[src/hdl/sdae_pkg.sv]
package sdae_pkg;

   localparam int VALUE_WIDTH_DEFAULT = 32;

   localparam logic [7:0] ASCII_ZERO  = 8'd48;
   localparam logic [7:0] ASCII_MINUS = 8'd45;

   // decimal digits needed for a magnitude of up to 2^(width-1)
   function automatic int digit_count(input int width);
      return ((width - 1) * 30103) / 100000 + 1;
   endfunction

endpackage

[src/hdl/signed_decimal_ascii_emitter.sv]
// sequence: accept, then bit-serial double dabble over the magnitude bits, then leading zero
// digits are skipped one at a time, then an optional minus sign and the digits pass through
// the output register, one character per cycle while the receiver is ready
// a new item is accepted only in idle, after the last digit of the previous one entered the output register
// synchronous active-high reset clears the sequencer and the output valid;
// no other state survives an item
module signed_decimal_ascii_emitter
   import sdae_pkg::*;
#(
   parameter int VALUE_WIDTH = VALUE_WIDTH_DEFAULT
) (
   input  logic                              clock,
   input  logic                              reset,
   input  logic                              req_tvalid,
   output logic                              req_tready,
   // [VALUE_WIDTH-1:0] value, zero padding above
   input  logic [((VALUE_WIDTH + 7) / 8) * 8 - 1:0] req_tdata,
   output logic                              rsp_tvalid,
   input  logic                              rsp_tready,
   // [7:0] char_code
   output logic [7:0]                        rsp_tdata,
   output logic                              rsp_tlast
);

   localparam int NDIGITS   = digit_count(VALUE_WIDTH);
   localparam int BCD_W     = 4 * NDIGITS;
   localparam int BIT_CNT_W = $clog2(VALUE_WIDTH);
   localparam int DIG_CNT_W = $clog2(NDIGITS + 1);

   typedef enum logic [2:0] {
      S_IDLE,
      S_CONV,
      S_SKIP,
      S_SIGN,
      S_EMIT
   } state_type;

   state_type              state_ff, state_in;
   logic [VALUE_WIDTH-1:0] mag_ff, mag_in;
   logic [BCD_W-1:0]       bcd_ff, bcd_in;
   logic [BIT_CNT_W-1:0]   bit_cnt_ff, bit_cnt_in;
   logic [DIG_CNT_W-1:0]   dig_cnt_ff, dig_cnt_in;
   logic                   neg_ff, neg_in;
   logic                   out_valid_ff, out_valid_in;
   logic [7:0]             out_data_ff, out_data_in;
   logic                   out_last_ff, out_last_in;

   logic [VALUE_WIDTH-1:0] raw;
   logic [BCD_W-1:0]       bcd_adj;
   logic [3:0]             top_digit;
   logic                   slot_free;

   assign raw       = req_tdata[VALUE_WIDTH-1:0];
   assign top_digit = bcd_ff[BCD_W-1 -: 4];
   assign slot_free = !out_valid_ff || rsp_tready;

   // add three to every digit of five or more before the shift
   always_comb begin
      for (int d = 0; d < NDIGITS; d++) begin
         if (bcd_ff[4*d +: 4] >= 4'd5) begin
            bcd_adj[4*d +: 4] = bcd_ff[4*d +: 4] + 4'd3;
         end else begin
            bcd_adj[4*d +: 4] = bcd_ff[4*d +: 4];
         end
      end
   end

   always_comb begin
      state_in     = state_ff;
      mag_in       = mag_ff;
      bcd_in       = bcd_ff;
      bit_cnt_in   = bit_cnt_ff;
      dig_cnt_in   = dig_cnt_ff;
      neg_in       = neg_ff;
      out_valid_in = out_valid_ff && !rsp_tready;
      out_data_in  = out_data_ff;
      out_last_in  = out_last_ff;

      unique case (state_ff)
         S_IDLE: begin
            if (req_tvalid) begin
               neg_in     = raw[VALUE_WIDTH-1];
               // unsigned magnitude, so the most negative value is exact
               mag_in     = raw[VALUE_WIDTH-1] ? (~raw + 1'b1) : raw;
               bcd_in     = '0;
               bit_cnt_in = BIT_CNT_W'(VALUE_WIDTH - 1);
               dig_cnt_in = DIG_CNT_W'(NDIGITS);
               state_in   = S_CONV;
            end
         end
         S_CONV: begin
            bcd_in = {bcd_adj[BCD_W-2:0], mag_ff[VALUE_WIDTH-1]};
            mag_in = {mag_ff[VALUE_WIDTH-2:0], 1'b0};
            if (bit_cnt_ff == '0) begin
               state_in = S_SKIP;
            end else begin
               bit_cnt_in = bit_cnt_ff - 1'b1;
            end
         end
         S_SKIP: begin
            if (top_digit == 4'd0 && dig_cnt_ff > DIG_CNT_W'(1)) begin
               bcd_in     = {bcd_ff[BCD_W-5:0], 4'd0};
               dig_cnt_in = dig_cnt_ff - 1'b1;
            end else if (neg_ff) begin
               state_in = S_SIGN;
            end else begin
               state_in = S_EMIT;
            end
         end
         S_SIGN: begin
            if (slot_free) begin
               out_valid_in = 1'b1;
               out_data_in  = ASCII_MINUS;
               out_last_in  = 1'b0;
               state_in     = S_EMIT;
            end
         end
         S_EMIT: begin
            if (slot_free) begin
               out_valid_in = 1'b1;
               out_data_in  = ASCII_ZERO + {4'd0, top_digit};
               out_last_in  = (dig_cnt_ff == DIG_CNT_W'(1));
               bcd_in       = {bcd_ff[BCD_W-5:0], 4'd0};
               dig_cnt_in   = dig_cnt_ff - 1'b1;
               if (dig_cnt_ff == DIG_CNT_W'(1)) begin
                  state_in = S_IDLE;
               end
            end
         end
         default: begin
            state_in = S_IDLE;
         end
      endcase
   end

   always_ff @(posedge clock) begin
      if (reset) begin
         state_ff     <= S_IDLE;
         out_valid_ff <= 1'b0;
      end else begin
         state_ff     <= state_in;
         out_valid_ff <= out_valid_in;
      end
      mag_ff      <= mag_in;
      bcd_ff      <= bcd_in;
      bit_cnt_ff  <= bit_cnt_in;
      dig_cnt_ff  <= dig_cnt_in;
      neg_ff      <= neg_in;
      out_data_ff <= out_data_in;
      out_last_ff <= out_last_in;
   end

   assign req_tready = (state_ff == S_IDLE);
   assign rsp_tvalid = out_valid_ff;
   assign rsp_tdata  = out_data_ff;
   assign rsp_tlast  = out_last_ff;

`ifndef SYNTHESIS
   a_char_range: assert property (@(posedge clock) disable iff (reset)
      rsp_tvalid |-> (rsp_tdata == ASCII_MINUS ||
                      (rsp_tdata >= ASCII_ZERO && rsp_tdata <= ASCII_ZERO + 8'd9)))
      else $error("character out of range");

   a_minus_not_last: assert property (@(posedge clock) disable iff (reset)
      (rsp_tvalid && rsp_tdata == ASCII_MINUS) |-> !rsp_tlast)
      else $error("minus sign flagged as last");

   a_accept_starts_conv: assert property (@(posedge clock) disable iff (reset)
      (req_tvalid && req_tready) |=> (state_ff == S_CONV && bcd_ff == '0))
      else $error("accepted item did not start conversion");

   a_emit_digits_left: assert property (@(posedge clock) disable iff (reset)
      (state_ff == S_EMIT || state_ff == S_SIGN || state_ff == S_SKIP) |-> dig_cnt_ff != '0)
      else $error("no digit left while emitting");
`endif

endmodule

[config.mk]
export PLATFORM = sky130hd
export DESIGN_NAME = signed_decimal_ascii_emitter
export DESIGN_NICKNAME = d
export VERILOG_FILES = /design/src/hdl/sdae_pkg.sv /design/src/hdl/signed_decimal_ascii_emitter.sv
export SDC_FILE = /design/constraint.sdc
export NUM_CORES = 1
export LEC_CHECK = 0
export BUFFER_PORTS_ARGS = -buffer_cell sky130_fd_sc_hd__buf_4
export CORE_ASPECT_RATIO = 0.5
export CORE_UTILIZATION = 50
export CTS_CLUSTER_DIAMETER = 60
export DETAILED_ROUTE_END_ITERATION = 10
export GPL_ROUTABILITY_DRIVEN = 0
export GPL_TIMING_DRIVEN = 0
export PLACE_DENSITY = 0.7
export SETUP_SLACK_MARGIN = 0.05
export SYNTH_ARGS = -nofsm -noshare
export SYNTH_HDL_FRONTEND = slang
export SYNTH_SLANG_ARGS = --single-unit
[constraint.sdc]
create_clock -name clock -period 3.8 [get_ports clock]
set_clock_uncertainty 0.05 [all_clocks]
set_input_delay 0.19 -clock clock [delete_from_list [all_inputs] [get_ports clock]]
set_output_delay 0.19 -clock clock [all_outputs]
set_load 0.02 [all_outputs]
==> metrics <==
outcome completed; Netlist cell types 49; max-slew violations 0; switching fraction of total power 38.6%; die height about 76 µm; n_diodes 0; Post-route DRC 0; internal power about 3.2 mW; number of I/O pins 47; Worst EP arrival between 2 and 3 ns; area leader, netlist edfxtp_1; commonest non-fill, non-tap cell in the layout edfxtp_1; first-pass GRT wire length 19400 µm; Seq cells post-synth 92; Slew HR a little under half; Fin Setup TNS 0 ns; grt met3 use between 4 and 5%; clk_lat worst skew between 0.3 and 0.4 ns; synthesized area about 5500 µm²; final hold violation count 0; PwrDens between 800 and 900 nW/µm²; core region area ~10000 µm²; worst slew pin tran around 0.77 ns; Clock Tree Root clkbuf_16; cell count after synthesis ~540; non-filler cells, final 747; fin crit period around 2.7 ns; Crit. End Element register; met2 usage approximately 34%; clock sinks between 90 and 100; H-tree Lvls 3; asr flop ratio synth 0%; final setup vio count 0; number of iterations in the first detailed-routing pass 5; row count 26; top post-synthesis cells by area edfxtp_1, ha_1, o21ai_0, xor2_1, a21oi_1; GR peak layer met2; vias in the first global route between 3000 and 4000; GRT Util Overall between 20% and 30%; Die X approximately 150 µm; syn avg cell area roughly 10 µm²; Combinational Power Share about two fifths; sequential-to-total area share from yosys stat roughly half; GR Overflow Total 0; most frequent cells in the layout edfxtp_1, nand2_1, o21ai_0; RSZ-0062 raised after global routing false; fin crit share 70.0%; via count around 4200; clock share of power between 10% and 20%; routed len/inst about 16 µm; Vias/cell about 5.7; Post-synth EDFFs 88; yosys warns 0; share of the synthesized area in the top cell type between 40 and 50%; register share of total power between 40% and 50%; crit start category register; Crit Reg-Reg Startpoint state_ff[1]$_SDFFE_PP0P_; I/O Buffers between 40 and 50; CTS-repair resized insts 0; CTS Buf Count 9; Max Fclk ~380 MHz; CTS tree done; fillers 862; M1 GR Usage between 30% and 40%; Post-Route WL about 12000 µm; share of layout cells above drive strength 1 between 10% and 20%; Cells after DPL between 700 and 800; worst path required time ~3.8 ns; worst vdd ir about 0.00039 V; ys flop type edfxtp_1; 1st-iter DRT viols between 200 and 300; full die area 11400 µm²; Setup crit start state_ff[1]$_SDFFE_PP0P_; Final Util between 60% and 70%; initial antenna violation count 0; crit path max fanout 20; Max Cap Violations 0; worst hold start req_tdata[31]; clk slew on worst S/H paths 0.06 ns; Setup Crit Path Kind register to register; switching power approximately 2 mW; area added between synthesis and finish 15.8%; leakage about 2.3 nW; Initial Utilization a little over half; CTS Buffer Depth 2; fin nets 663; dpl hpwl 8140 µm; HP Class primary input to register; antenna-violating nets left 0; largest net degree at the start of global routing 35
[power by group through the flow]
stage,logic (mW),registers (mW),clock network [mW]
5_1_grt,2.40,2.14,0.998
2_1_floorplan,1.50,2.03,0
4_1_cts,2.08,2.08,0.959
3_3_place_gp,1.97,2.10,0
3_5_place_dp,2.07,2.10,0
6_report,2.13,2.07,0.948
[sequential cells by signal, indices dropped and copies added, names as in the netlist]
signal      cells
bcd_ff         40
mag_ff         32
bit_cnt_ff      5
rsp_tdata       5
dig_cnt_ff      4
state_ff        3
neg_ff          1
rsp_tlast       1
rsp_tvalid      1
[kinds of logic after synthesis]
logic type               after synthesis  synth area share [%]
other                                  2                 0.137
flip-flops                            92                  49.6
AO/OA/AOI/OAI                        153                  16.9
adder cells (fa/ha/maj)               25                  5.70
AND/OR/NAND/NOR                      167                  15.7
XOR/XNOR                              47                  7.50
buffers and inverters                 56                  4.06
multiplexers                           2                 0.365
[stage by stage]
| step | cell area, µm² | hold slack (ns) | power [mW] | setup slack, ns |
|---|---|---|---|---|
| 2_1_floorplan | 5490 | 0.209 | 3.53 | 1.27 |
| 5_1_grt | 6360 | 0.0186 | 5.54 | 0.943 |
| 6_report | 6360 | 0.0184 | 5.15 | 1.14 |
| 4_1_cts | 6330 | 0.00771 | 5.12 | 0.718 |
| 3_3_place_gp | 5990 | 0.336 | 4.08 | 0.694 |
| 3_5_place_dp | 6010 | 0.342 | 4.16 | 0.727 |
[routing by layer]
| layer | wire (µm) | vias to the layer above |
|---|---|---|
| met5 | 0 | - |
| met4 | 93 | 0 |
| met3 | 544 | 9 |
| met2 | 5390 | 89 |
| met1 | 5580 | 2041 |
| li1 | - | 2096 |
[synth_stat cells, drive strengths merged, types with 4 or more instances]
cell,count
a21oi,45
a22o,5
buf,6
clkbuf,20
dfxtp,4
edfxtp,88
ha,25
inv,30
nand2,60
nand2b,15
nor2,33
nor2b,6
nor3,7
nor3b,16
nor4,4
o21ai,58
o22ai,11
o31ai,14
o32ai,4
o41ai,6
xnor2,15
xor2,32
[what timing repair did]
| action | CTS | global route |
|---|---|---|
| hold endpoints to repair | 3 | 0 |
| buffers inserted | 0 | 0 |
| hold buffers | 1 | 0 |
[worst paths after layout]
check                              end  slack [ns]  cells after the start
setup / recovery  mag_ff[17]$_DFFE_PP_        1.14                      6
hold / removal        neg_ff$_DFFE_PP_        0.02                      1
setup reg to reg  mag_ff[17]$_DFFE_PP_        1.14                      6
hold reg to reg   mag_ff[12]$_DFFE_PP_        0.48                      2
[worst max-delay path, cell delays in order (launching register included)]
cell      delay, ns
dfxtp_1        0.30
clkbuf_1       0.30
nor2_1         0.15
nand2_1        0.32
clkbuf_1       0.42
nand2_1        0.52
buf_16         0.34
[final cells by class]
type	count	area [µm²]	share of cell area, %
multi-input combinational	397	2550	40.1
clock inverter	5	76.3	1.20
sequential	92	2720	42.8
inverter	30	113	1.77
buffer	26	110	1.73
tap	140	175	2.76
timing repair buffer	46	380	5.98
clock buffer	11	233	3.66
Power figures use the tool's default switching activity.
